===== src/rtl/core/rgas_pkg.sv =====
// Shared types and constants for the rigid 2D alignment gradient sum unit.
// No dependencies; imported by every other file in rtl/core.
package rgas_pkg;

    localparam int COORD_W      = 24;
    localparam int TRIG_W       = 16;
    localparam int TRIG_FRAC    = 14;
    localparam int SUM_W        = 64;

    // intermediate widths of the datapath
    localparam int PROD_W = COORD_W + TRIG_W;            // coord * trig
    localparam int ROT_W  = PROD_W + 1 - TRIG_FRAC;      // rotated coord
    localparam int OFF_W  = COORD_W + 1;                 // shift - target
    localparam int RES_W  = ROT_W + 1;                   // residual
    localparam int MUL_W  = RES_W + ROT_W;               // residual * rotated
    localparam int DIFF_W = MUL_W + 1;                   // cross product

    localparam int PAIR_Q_DEPTH = 4;
    localparam int PAIR_Q_PTR_W = $clog2(PAIR_Q_DEPTH);
    localparam int PAIR_Q_CNT_W = $clog2(PAIR_Q_DEPTH + 1);

    localparam int APB_ADDR_W = 4;
    localparam int APB_DATA_W = 32;

    typedef enum logic [1:0] {
        REG_COS     = 2'd0,
        REG_SIN     = 2'd1,
        REG_SHIFT_X = 2'd2,
        REG_SHIFT_Y = 2'd3
    } t_reg_idx;

    localparam logic [TRIG_W-1:0] COS_RESET = TRIG_W'(16384);

    typedef struct packed {
        logic [COORD_W-1:0] src_x;
        logic [COORD_W-1:0] src_y;
        logic [COORD_W-1:0] dst_x;
        logic [COORD_W-1:0] dst_y;
        logic               last_point;
    } t_pair;

    // head of the pair queue as seen by the back end
    typedef struct packed {
        logic  valid;
        t_pair pair;
    } t_pair_head;

    typedef struct packed {
        logic [TRIG_W-1:0]  cos_rotation;
        logic [TRIG_W-1:0]  sin_rotation;
        logic [COORD_W-1:0] shift_x;
        logic [COORD_W-1:0] shift_y;
    } t_cfg;

endpackage


===== src/rtl/core/rgas_if.sv =====
// Handshake channels for point pairs in and gradient sums out.
// Depends on rgas_pkg for field widths.
interface rgas_pair_if import rgas_pkg::*; ();
    logic               valid;
    logic               ready;
    logic [COORD_W-1:0] src_x;
    logic [COORD_W-1:0] src_y;
    logic [COORD_W-1:0] dst_x;
    logic [COORD_W-1:0] dst_y;
    logic               last_point;

    modport source (output valid, src_x, src_y, dst_x, dst_y, last_point, input ready);
    modport sink   (input valid, src_x, src_y, dst_x, dst_y, last_point, output ready);
endinterface



===== src/rtl/core/rgas_front.sv =====
// Front end: takes point pairs off the input channel into a short queue.
// Depends on rgas_pkg and rgas_pair_if.
module rgas_front import rgas_pkg::*; (
    input  logic       i_clk,
    input  logic       i_rst_n,
    rgas_pair_if.sink  i_pair,
    input  logic       i_pop,
    output t_pair_head o_head
);

    t_pair                   r_q [PAIR_Q_DEPTH];
    logic [PAIR_Q_PTR_W-1:0] r_wr_ptr;
    logic [PAIR_Q_PTR_W-1:0] r_rd_ptr;
    logic [PAIR_Q_CNT_W-1:0] r_count;
    logic                    push;
    logic                    pop;
    t_pair                   in_pair;

    assign i_pair.ready = (r_count != PAIR_Q_CNT_W'(PAIR_Q_DEPTH));
    assign push         = i_pair.valid && i_pair.ready;
    assign pop          = i_pop && (r_count != '0);

    assign in_pair.src_x      = i_pair.src_x;
    assign in_pair.src_y      = i_pair.src_y;
    assign in_pair.dst_x      = i_pair.dst_x;
    assign in_pair.dst_y      = i_pair.dst_y;
    assign in_pair.last_point = i_pair.last_point;

    always_ff @(posedge i_clk) begin
        if (push) begin
            r_q[r_wr_ptr] <= in_pair;
        end
    end

    always_ff @(posedge i_clk) begin
        if (!i_rst_n) begin
            r_wr_ptr <= '0;
            r_rd_ptr <= '0;
            r_count  <= '0;
        end else begin
            if (push) begin
                r_wr_ptr <= r_wr_ptr + 1'b1;
            end
            if (pop) begin
                r_rd_ptr <= r_rd_ptr + 1'b1;
            end
            case ({push, pop})
                2'b10:   r_count <= r_count + 1'b1;
                2'b01:   r_count <= r_count - 1'b1;
                default: r_count <= r_count;
            endcase
        end
    end

    assign o_head.valid = (r_count != '0);
    assign o_head.pair  = r_q[r_rd_ptr];

endmodule


===== src/flat_wrapper.sv =====
// flat-port wrapper written by rule: the top's interface ports become plain ports
module rgas_front_flat import rgas_pkg::*;
  (i_clk, i_rst_n, i_pop, o_head, i_pair_valid, i_pair_src_x, i_pair_src_y, i_pair_dst_x, i_pair_dst_y, i_pair_last_point, i_pair_ready);
  rgas_pair_if i_pair_i ();
  input  logic i_clk;
  input  logic i_rst_n;
  input  logic i_pop;
  output t_pair_head o_head;
  input wire logic [$bits(i_pair_i.valid)-1:0] i_pair_valid;
  input wire logic [$bits(i_pair_i.src_x)-1:0] i_pair_src_x;
  input wire logic [$bits(i_pair_i.src_y)-1:0] i_pair_src_y;
  input wire logic [$bits(i_pair_i.dst_x)-1:0] i_pair_dst_x;
  input wire logic [$bits(i_pair_i.dst_y)-1:0] i_pair_dst_y;
  input wire logic [$bits(i_pair_i.last_point)-1:0] i_pair_last_point;
  output wire logic [$bits(i_pair_i.ready)-1:0] i_pair_ready;
  assign i_pair_i.valid = i_pair_valid;
  assign i_pair_i.src_x = i_pair_src_x;
  assign i_pair_i.src_y = i_pair_src_y;
  assign i_pair_i.dst_x = i_pair_dst_x;
  assign i_pair_i.dst_y = i_pair_dst_y;
  assign i_pair_i.last_point = i_pair_last_point;
  assign i_pair_ready = i_pair_i.ready;
  rgas_front u_core (.i_clk(i_clk), .i_rst_n(i_rst_n), .i_pair(i_pair_i), .i_pop(i_pop), .o_head(o_head));
endmodule

===== config.mk =====
export PLATFORM = sky130hd
export DESIGN_NAME = rgas_front_flat
export DESIGN_NICKNAME = d
export VERILOG_FILES = /design/src/rtl/core/rgas_pkg.sv /design/src/rtl/core/rgas_if.sv /design/src/rtl/core/rgas_front.sv /design/src/flat_wrapper.sv
export SDC_FILE = /design/constraint.sdc
export NUM_CORES = 1
export LEC_CHECK = 0
export ABC_AREA = 1
export BUFFER_PORTS_ARGS = -buffer_cell sky130_fd_sc_hd__buf_2
export CAP_MARGIN = 30
export CORE_MARGIN = 2
export CORE_UTILIZATION = 53
export CTS_BUF_LIST = sky130_fd_sc_hd__clkbuf_2 sky130_fd_sc_hd__clkbuf_4 sky130_fd_sc_hd__clkbuf_8
export CTS_CLUSTER_SIZE = 8
export DETAILED_ROUTE_END_ITERATION = 6
export HOLD_SLACK_MARGIN = 0.06
export PLACE_DENSITY_LB_ADDON = 0.08
export SYNTH_ARGS = -nofsm -noshare
export SYNTH_HDL_FRONTEND = slang
export SYNTH_SLANG_ARGS = --single-unit
export TNS_END_PERCENT = 10

===== constraint.sdc =====
create_clock -name i_clk -period 6.1 [get_ports i_clk]
set_clock_uncertainty 0.2 [all_clocks]
set_input_delay 1.22 -clock i_clk [delete_from_list [all_inputs] [get_ports i_clk]]
set_output_delay 1.22 -clock i_clk [all_outputs]
set_load 0.005 [all_outputs]

# After elaboration in Yosys (flattened, before gate mapping)

Memories as Yosys holds them, arrays and structs flattened. A register that Yosys moved wholly into a read port is not among the register bits.
Cells that the tools add are included.

Bits in registers: 7
Latch bits: 0
Memory bits (writable): 388
ROM bits: 0
Input bits: 101
Logic and storage cells: 20
Memories: 1

Add/subtract/negate cells: 4
$mul: 0
Div/mod/pow operators: 0
Order comparisons: 0
Equal/unequal tests: 3
Shift operators: 0
Mux-type cells: 5
Bitwise gates (word level): 0
Reductions and logical operators: 4

Memory list:

| memory     | depth | bits a word | read ports | clocked after memory_dff | wr ports | line             | RTL |
|---|---|---|---|---|---|---|---|
| u_core.r_q | 4     | 97          | 1          | 1                        | 1        | rgas_front.sv:11 | `t_pair r_q [PAIR_Q_DEPTH];` |

Operator list:

| cell                  | number |
|---|---|
| $pmux W3 S2           | 1 |
| $add A2 B1 Y2 const B | 2 |
| $mux W2               | 2 |
| $add A3 B1 Y3 const B | 1 |
| $ne A3 B3 Y1 const B  | 1 |
| $reduce_bool A3 Y1    | 1 |
| $sub A3 B1 Y3 const B | 1 |
| $eq A2 B1 Y1 const B  | 1 |
| $eq A2 B2 Y1 const B  | 1 |
| $logic_and A1 B1 Y1   | 2 |
| $mux W1               | 2 |
| $reduce_bool A2 Y1    | 1 |

# Depth between registers and ports, before layout

Gate-level depths: netlist of the first run.

Depth in word-level cells: 4
Depth in mapped cells: 13
Mapped depth without buffers: 13

# Worst setup path before layout of the first run

Ideal clock, no wire load.

Kind: input to register
Start point: input port i_pair_valid
End point: memory u_core.r_q[0][0] (netlist bit), enable pin
Arrival time: 5.408 ns
Data required time: 5.346 ns
Path slack: -0.062 ns
Stages on the path: 2
Path buffers: 0
Cell sequence: nand2_1 -> nor2_1

Word-level cells in the longest chain between the ends: 3

Ends and longest elaborated chain:

| element                       | line              | RTL |
|---|---|---|
| start: declaration            | flat_wrapper.sv:9 | `input wire logic [$bits(i_pair_i.valid)-1:0] i_pair_valid;` |
| $logic_and A1 B1 Y1           | rgas_front.sv:20  | `assign push = i_pair.valid && i_pair.ready;` |
| $mux W1                       | rgas_front.sv:30  | `if (push) begin` |
| $mux W1 (implied by the code) | rgas_front.sv:31  | `r_q[r_wr_ptr] <= in_pair;` |
| end: declaration              | rgas_front.sv:11  |  |

Every way passes these cells.

==> flow_summary.rst, run 1 <==
.. list-table::
   :header-rows: 1

   * - Metric
     - Value
   * - Result of the run
     - finished clean
   * - Data required time at the worst endpoint
     - 4.68 ns
   * - Cells resized by post-CTS repair
     - 0
   * - Fillcell total
     - about 2.2k
   * - Remaining DRCs
     - 0
   * - Proportion of synthesized area in mux cells
     - 0%
   * - Worst max-slew margin expressed relative to the limit
     - about three fifths
   * - Detailed placer's ending HPWL
     - 17,400 um
   * - Final Cycle Share
     - ~70%
   * - Compound-cell area share of the yosys netlist
     - 10.9%
   * - Arrival time at the worst endpoint
     - approximately 2.9 ns
   * - Post-synthesis share of cell area spent on and, or, nand and nor gates
     - approximately 5.7%
   * - Number of levels the H-tree was split into
     - 2
   * - RSZ-0062 raised after global routing
     - false
   * - Critical Path Fanout Max
     - 50
   * - Sinks on Clock Net
     - 397
   * - Synth warn
     - 0
   * - Worst hold path class
     - register to register
   * - Tmin final
     - about 4.3 ns
   * - IR drop worst, VDD
     - 229 uV
   * - Number of distinct library cell variants in the gate-level netlist after synthesis
     - 17
   * - Post-placement worst setup slack
     - between 2 and 2.5 ns
   * - Die height
     - about 170 um
   * - Initial DRC Count
     - 668
   * - Clk pin slew, worst setup/hold paths
     - 0.06 ns
   * - Transition time of the tightest slew-check pin
     - between 0.6 and 0.7 ns
   * - Adder and majority cell fraction of the synthesized area
     - less than 1%
   * - # Post-CTS Setup Buffers
     - 0
   * - Worst-case setup margin in the final layout
     - ~1.8 ns
   * - Highest clock frequency the design can meet
     - between 0.2 and 0.25 GHz
   * - Post-synthesis area per instance
     - between 10 and 15 um^2
   * - Post-synthesis sequential area ratio
     - between 70 and 80%
   * - Final Setup Violations
     - 0
   * - Overall die width
     - between 150 and 200 um
   * - Global-route wire length before repair
     - around 47,000 um
   * - Number of iterations in the first detailed-routing pass
     - 7
   * - Total vias in the final route
     - a little under 9k
   * - GPL Wtd Cong
     - between 0.7 and 0.8
   * - Number of placed cells counting well taps
     - 1,541
   * - Number of nets at the end of the flow
     - between 1k and 1.5k
   * - Per-cell routed wire length
     - between 15 and 20 um
   * - Clock tree buffer depth
     - 3
   * - Net Count, Synth
     - approximately 1.1k
   * - Port Buffer Count
     - ~200
   * - CTS hold repair buffers
     - 0
   * - Cell count after synthesis
     - around 1.0k
   * - WL final
     - a little over 30,000 um
   * - Floorplan core area
     - approximately 0.028 mm^2
   * - Class of the most critical setup path
     - register to output port
   * - Post-synth design cell area
     - between 0.01 and 0.015 mm^2
   * - GRT overflow
     - 0
   * - All-layer global routing usage
     - between 20% and 30%
   * - Fraction of final layout cells with drive strength greater than 1
     - around a quarter
   * - Final slew viol count
     - 0
   * - Area share of xor/xnor cells in the synthesized design
     - 0%
   * - Die ar.
     - slightly below 0.03 mm^2
   * - Largest net degree at the start of global routing
     - about 130
   * - Syn-to-layout area delta
     - 16.8%
   * - Type of destination of the critical path
     - output port
   * - Number of flip-flops and latches in the synthesized netlist
     - just under 400
   * - Standard-cell row count
     - between 60 and 70
   * - Number of buffers inserted during clock tree synthesis
     - 60
   * - Number of top-level pins
     - 200
   * - Number of endpoints with negative hold slack in the final report
     - 0
   * - Max Cap Violations
     - 0
   * - Number of vias per cell after detailed routing
     - 5.44
   * - Initial core utilization
     - 53.6%
   * - Dominant combinational cell family by area after synthesis
     - compound AO/OA/AOI/OAI gates
   * - Element type at the critical path start
     - register
   * - Post-route ant nets
     - 0
   * - Clock tree from TritonCTS
     - done
   * - Number of global-route vias before repair
     - 8,886
   * - Cell Count, Final, Fillers Out
     - approximately 1.6k
   * - Static leakage
     - 6.08 nW
   * - P per Cell Area
     - 390 mW/mm^2
   * - Clock root cell
     - sky130_fd_sc_hd__clkbuf_8
   * - Number of antenna violations at the first check in global routing
     - 8
   * - Clock latency on the worst-skew pair
     - around 0.58 ns
-- registers in the layout, summed over array words and instances (netlist names), named ones only --
name	count
u_core.r_count	3
u_core.r_q	388
u_core.r_rd_ptr	2
u_core.r_wr_ptr	2
-- worst max-delay path, cell delays in order, from the launching register on --
cell                      delay (ns)
sky130_fd_sc_hd__dfxtp_2        0.31
sky130_fd_sc_hd__buf_4          0.29
sky130_fd_sc_hd__inv_2          0.54
sky130_fd_sc_hd__buf_4          0.54
sky130_fd_sc_hd__o21ai_0        0.20
sky130_fd_sc_hd__o22ai_1        0.21
sky130_fd_sc_hd__buf_2          0.15
-- metal layers --
metal | vias up | part of all wire (%) | GRT usage [%]
met5 | - | 0.12 | 0
met4 | 8 | 2.5 | 7.77
met3 | 68 | 7.8 | 6.33
met2 | 262 | 48 | 35.0
met1 | 4363 | 41 | 26.3
li1 | 4234 | - | -
-- final timing paths --
kind / startpoint / end / slack (ns) / cells after the start
setup / recovery: register / o_head[12] / 1.82 / 6
hold / removal: u_core.r_rd_ptr[1] / register / 0.30 / 2
setup reg to reg: u_core.r_count[1] / u_core.r_q[1][89] / 3.65 / 6
hold reg to reg: u_core.r_rd_ptr[1] / register / 0.30 / 2
-- where the power goes --
part           switching [mW]  internal [mW]
clock network           0.911           1.05
registers              0.0654           3.24
logic                   0.951          0.535
-- cell usage after synthesis (all sizes together) --
master / instances / area [um^2]
dfxtp: 9 / 180
edfxtp: 388 / 11700
a21oi: 5 / 25.0
nand3: 5 / 25.0
inv: 18 / 70.1
o21ai: 196 / 981
fa: 1 / 20.0
buf: 42 / 298
nor2: 204 / 766
o22ai: 97 / 607
clkbuf: 20 / 75.1
nand2: 15 / 56.3
ha: 5 / 62.6
-- cell usage in the layout (no fill, tap or decap), types with 13 or more instances in the layout --
cell type / instances
sky130_fd_sc_hd__buf_2: 199
sky130_fd_sc_hd__o22ai_1: 97
sky130_fd_sc_hd__buf_4: 13
sky130_fd_sc_hd__inv_1: 16
sky130_fd_sc_hd__clkbuf_8: 61
sky130_fd_sc_hd__o21ai_0: 126
sky130_fd_sc_hd__clkbuf_4: 24
sky130_fd_sc_hd__nand2_1: 15
sky130_fd_sc_hd__nor2_1: 200
sky130_fd_sc_hd__o21ai_1: 70
sky130_fd_sc_hd__edfxtp_1: 388
-- logic make-up (layout without fill, tap and decap cells) --
logic type | Yosys count | after routing
AOI/OAI and AO/OA | 298 | 298
and+or+nand+nor | 224 | 224
DFF | 397 | 397
adders and majority gates | 6 | 6
buffers and inverters | 80 | 334
other | 0 | 5
-- cell type report --
| cell class | instances | area, um^2 | area share [%] |
|---|---|---|---|
| diodes | 5 | 12.5 | 0.0723 |
| clock inverters | 11 | 42.5 | 0.246 |
| inverters | 18 | 72.6 | 0.419 |
| repair buffers | 220 | 1280 | 7.37 |
| multi-input cells | 528 | 2570 | 14.9 |
| clock buffers | 85 | 1020 | 5.89 |
| flip-flops and latches | 397 | 11800 | 68.4 |
| well taps | 378 | 473 | 2.73 |
-- per-stage QoR --
step / util [%] / hold WS, ns / setup TNS [ns] / power, mW / area, um^2
CTS: 62.6 / 0.303 / 0 / 6.83 / 17300
global placement: 58.3 / 0.294 / 0 / 4.81 / 16100
detailed placement: 58.7 / 0.296 / 0 / 4.86 / 16200
global route: 62.6 / 0.327 / 0 / 7.12 / 17300
finish: 62.6 / 0.298 / 0 / 6.76 / 17300
floorplan: - / 0.262 / -23.87 / 4.26 / 14800
No activity file was read; power rests on OpenSTA's default activity.
==> inputs of run 2 (changes only) <==
- ABC_AREA: 1 -> 0
- clock period: 6.1 -> 4.28 ns (I/O delays scaled with it)
==> flow_summary.rst, run 2 <==
.. list-table::
   :header-rows: 1

   * - Metric
     - Value
   * - Result of the run
     - finished clean
   * - Post-route cell area
     - between 0.015 and 0.02 mm^2
   * - Total vias in the final route
     - 6,595
   * - Number of vias per cell after detailed routing
     - between 5 and 6
   * - Data required time at the worst endpoint
     - around 3.2 ns
   * - Most frequent cells after synthesis
     - sky130_fd_sc_hd__edfxtp_1 (388), sky130_fd_sc_hd__mux4_2 (97), sky130_fd_sc_hd__buf_2 (11), sky130_fd_sc_hd__dfxtp_1 (9)
   * - Initial DRC Count
     - 493
   * - Remaining DRCs
     - 0
   * - Number of iterations in the first detailed-routing pass
     - 4
   * - Post-synth top area share
     - about four fifths
   * - Clock tree from TritonCTS
     - done
   * - CTS hold repair buffers
     - 0
   * - Number of endpoints with negative hold slack in the final report
     - 0
   * - Initial core utilization
     - 53.8%
   * - Per-cell routed wire length
     - ~22 um
   * - Highest clock frequency the design can meet
     - roughly 0.29 GHz
   * - Worst-case setup margin in the final layout
     - approximately 0.82 ns
   * - Crit Reg-Reg Startpoint
     - u_core.r_count[0]
   * - Delay of the slowest critical-path stage
     - just under 0.7 ns
   * - Number of flip-flops under the largest register name
     - between 300 and 400
   * - Number of distinct library cell variants in the gate-level netlist after synthesis
     - 23
   * - Post-placement worst setup slack
     - roughly 1.3 ns
   * - Commonest cells after routing, fill and taps aside
     - sky130_fd_sc_hd__edfxtp_1 (388), sky130_fd_sc_hd__buf_2 (199), sky130_fd_sc_hd__mux4_2 (97)
   * - Most common library cell in the layout ignoring fill and taps
     - sky130_fd_sc_hd__edfxtp_1
   * - Max Cap Violations
     - 0
   * - Worst hold path class
     - input pin to register
   * - Dominant cell type by area after synthesis
     - sky130_fd_sc_hd__edfxtp_1
   * - Number of levels the H-tree was split into
     - 2
   * - Number of buffers inserted during clock tree synthesis
     - between 60 and 70
   * - Post-synthesis sequential area ratio
     - a little over 80%
   * - Overall die width
     - approximately 170 um
   * - Smallest hold slack
     - around 0.29 ns
   * - Number of nets at the end of the flow
     - between 900 and 1k
   * - Power consumption
     - 9.98 mW
   * - Die ar.
     - 0.0286 mm^2
   * - Number of top-level pins
     - 200
   * - Register with the highest flop count
     - u_core.r_q
   * - EDFF count, synth
     - between 300 and 400
   * - Post-route ant nets
     - 0
   * - Standard-cell row count
     - 60
   * - GPL Wtd Cong
     - between 0.6 and 0.7
   * - Final Cycle Share
     - about four fifths
   * - Element type at the critical path start
     - register
   * - GRT overflow
     - 0
   * - Type of destination of the critical path
     - output port
   * - # Post-CTS Setup Buffers
     - 0
   * - Final core utilization
     - 63.8%
   * - Detailed placer's ending HPWL
     - ~15,000 um
   * - Fillcell total
     - 1,869
   * - P per Cell Area
     - slightly below 600 mW/mm^2
   * - Sinks on Clock Net
     - 397
   * - Cell Count, Final, Fillers Out
     - between 1k and 1.5k
   * - Static leakage
     - just under 6 nW
   * - Cells resized by post-CTS repair
     - 0
   * - Worst max-slew margin expressed relative to the limit
     - around half
   * - Launch point of the worst hold path
     - i_pair_dst_x[11]
   * - Final Setup Violations
     - 0
   * - Setup TNS Final
     - 0 ns
   * - All-layer global routing usage
     - between 10% and 20%
   * - Total placed instance area
     - between 0.015 and 0.02 mm^2
   * - Top delay family on crit path
     - flip-flops
   * - Floorplan core area
     - 0.0269 mm^2
   * - RSZ-0062 raised after global routing
     - false
   * - Global-route wire length before repair
     - around 40,000 um
   * - Die height
     - around 170 um
   * - CP Cell Sequence
     - buf_12 > mux4_2 > buf_2
   * - Arrival time at the worst endpoint
     - about 2.4 ns
   * - Dominant register cell in the synthesized netlist
     - sky130_fd_sc_hd__edfxtp_1
   * - Largest cells by area after synthesis
     - sky130_fd_sc_hd__edfxtp_1 (81%), sky130_fd_sc_hd__mux4_2 (15%), sky130_fd_sc_hd__dfxtp_1 (1.2%), sky130_fd_sc_hd__ha_1 (0.43%), sky130_fd_sc_hd__buf_8 (0.42%)
   * - Post-synth design cell area
     - roughly 0.014 mm^2
   * - Number of placed cells counting well taps
     - ~1.1k
   * - Clock latency on the worst-skew pair
     - 0.58 ns
   * - Top Registers
     - u_core.r_q x388, u_core.r_count x3
   * - Post-synthesis area per instance
     - ~26 um^2
   * - Synth warn
     - 0
   * - CP Buf/Inv Count
     - 2
   * - WL final
     - roughly 27,000 um
   * - Clk pin slew, worst setup/hold paths
     - around 0.06 ns
   * - Class of the most critical setup path
     - register to output port
   * - Number of antenna violations at the first check in global routing
     - 4
   * - Worst-case reg-to-reg path depth
     - 4
   * - Proportion of synthesized flip-flops having asynchronous set or reset
     - 0%
   * - Fraction of final layout cells with drive strength greater than 1
     - roughly half
   * - Worst path slowest cell
     - sky130_fd_sc_hd__dfxtp_4
   * - Worst Hold End
     - u_core.r_q[0][36]
   * - Port Buffer Count
     - just under 200
   * - Instance count along the most critical hold path
     - 1
   * - Net Count, Synth
     - ~670
   * - Clock root cell
     - sky130_fd_sc_hd__clkbuf_8
   * - Final slew viol count
     - 0
   * - Number of global-route vias before repair
     - between 7k and 8k
   * - Largest net degree at the start of global routing
     - 98
   * - Reg-to-reg critical path endpoint
     - u_core.r_q[0][6]
   * - Most repeated cell in the gate-level netlist after synthesis
     - sky130_fd_sc_hd__edfxtp_1
   * - Syn-to-layout area delta
     - 18.6%
   * - Cell count after synthesis
     - between 500 and 600
   * - Tmin final
     - roughly 3.5 ns
   * - Number of flip-flops and latches in the synthesized netlist
     - 397
   * - Clock tree buffer depth
     - 3
   * - Worst R2R Setup Slack
     - approximately 1.7 ns
   * - Transition time of the tightest slew-check pin
     - around 0.73 ns
   * - IR drop worst, VDD
     - about 330 uV
   * - Critical Path Fanout Max
     - 44
==> run 2: changes by cell type in the layout (fill, tap and decap cells not counted), sizes merged, moves of 3 or more <==
cell    previous run  this run
clkbuf            85       103
buf              220       210
o21ai            196         2
nand3              5         0
a21oi              5         0
nand2             15         6
mux4               0        97
inv               18         6
o22ai             97         0
and2               0         7
nor2             204         1
xnor2              0         3
clkinv            11         6
==> run 2: final cells by class <==
type	count	area, um^2	share of cell area (%)
Tap cell	341	427	2.49
Antenna cell	3	7.51	0.0438
Multi-Input combinational cell	133	2470	14.4
Clock inverter	7	33.8	0.197
Inverter	6	22.5	0.131
Timing Repair Buffer	210	1180	6.87
Sequential cell	397	11800	69.0
Clock buffer	103	1180	6.88
==> run 2: routing by layer <==
layer	share of wire, %	vias to the layer above	GRT usage (%)
met3	7.1	42	5.22
met2	50	224	31.3
met5	0.10	-	0
li1	-	2911	-
met1	41	3414	24.6
met4	1.7	4	5.76
==> run 2: cell families (layout without fill, tap and decap cells) <==
family	after synthesis	in the layout	synth area share [%]
flip-flops	397	397	81.8
multiplexers	99	99	15.2
buffers and inverters	29	326	1.21
AND/OR/NAND/NOR	18	18	0.657
adder cells (fa/ha/maj)	6	6	0.571
AO/OA/AOI/OAI	6	6	0.294
XOR/XNOR	4	4	0.242
other	0	3	0
==> run 2: power by group <==
part | switching, mW | total, mW | internal, mW
clock network | 1.31 | 3.03 | 1.72
registers | 0.188 | 4.88 | 4.69
logic | 0.956 | 2.07 | 1.12
==> run 2: worst max path at each step <==
stage,startpoint,to,slack [ns],cells past startpoint
floorplan,i_pair_valid,u_core.r_q[2][0],0.08,2
global placement,register,o_head[6],1.33,3
detailed placement,i_pair_valid,u_core.r_q[0][49],1.27,4
CTS,register,o_head[6],0.67,3
global route,register,o_head[6],0.60,3
finish,register,o_head[32],0.82,3
==> run 2: worst reg2reg max path: cells and delay by family, from the launching register on <==
kind                   cells  cell delay [ns]
flip-flops                 1             0.43
AND/OR/NAND/NOR            2             0.71
buffers and inverters      1             0.38
AO/OA/AOI/OAI              1             0.53
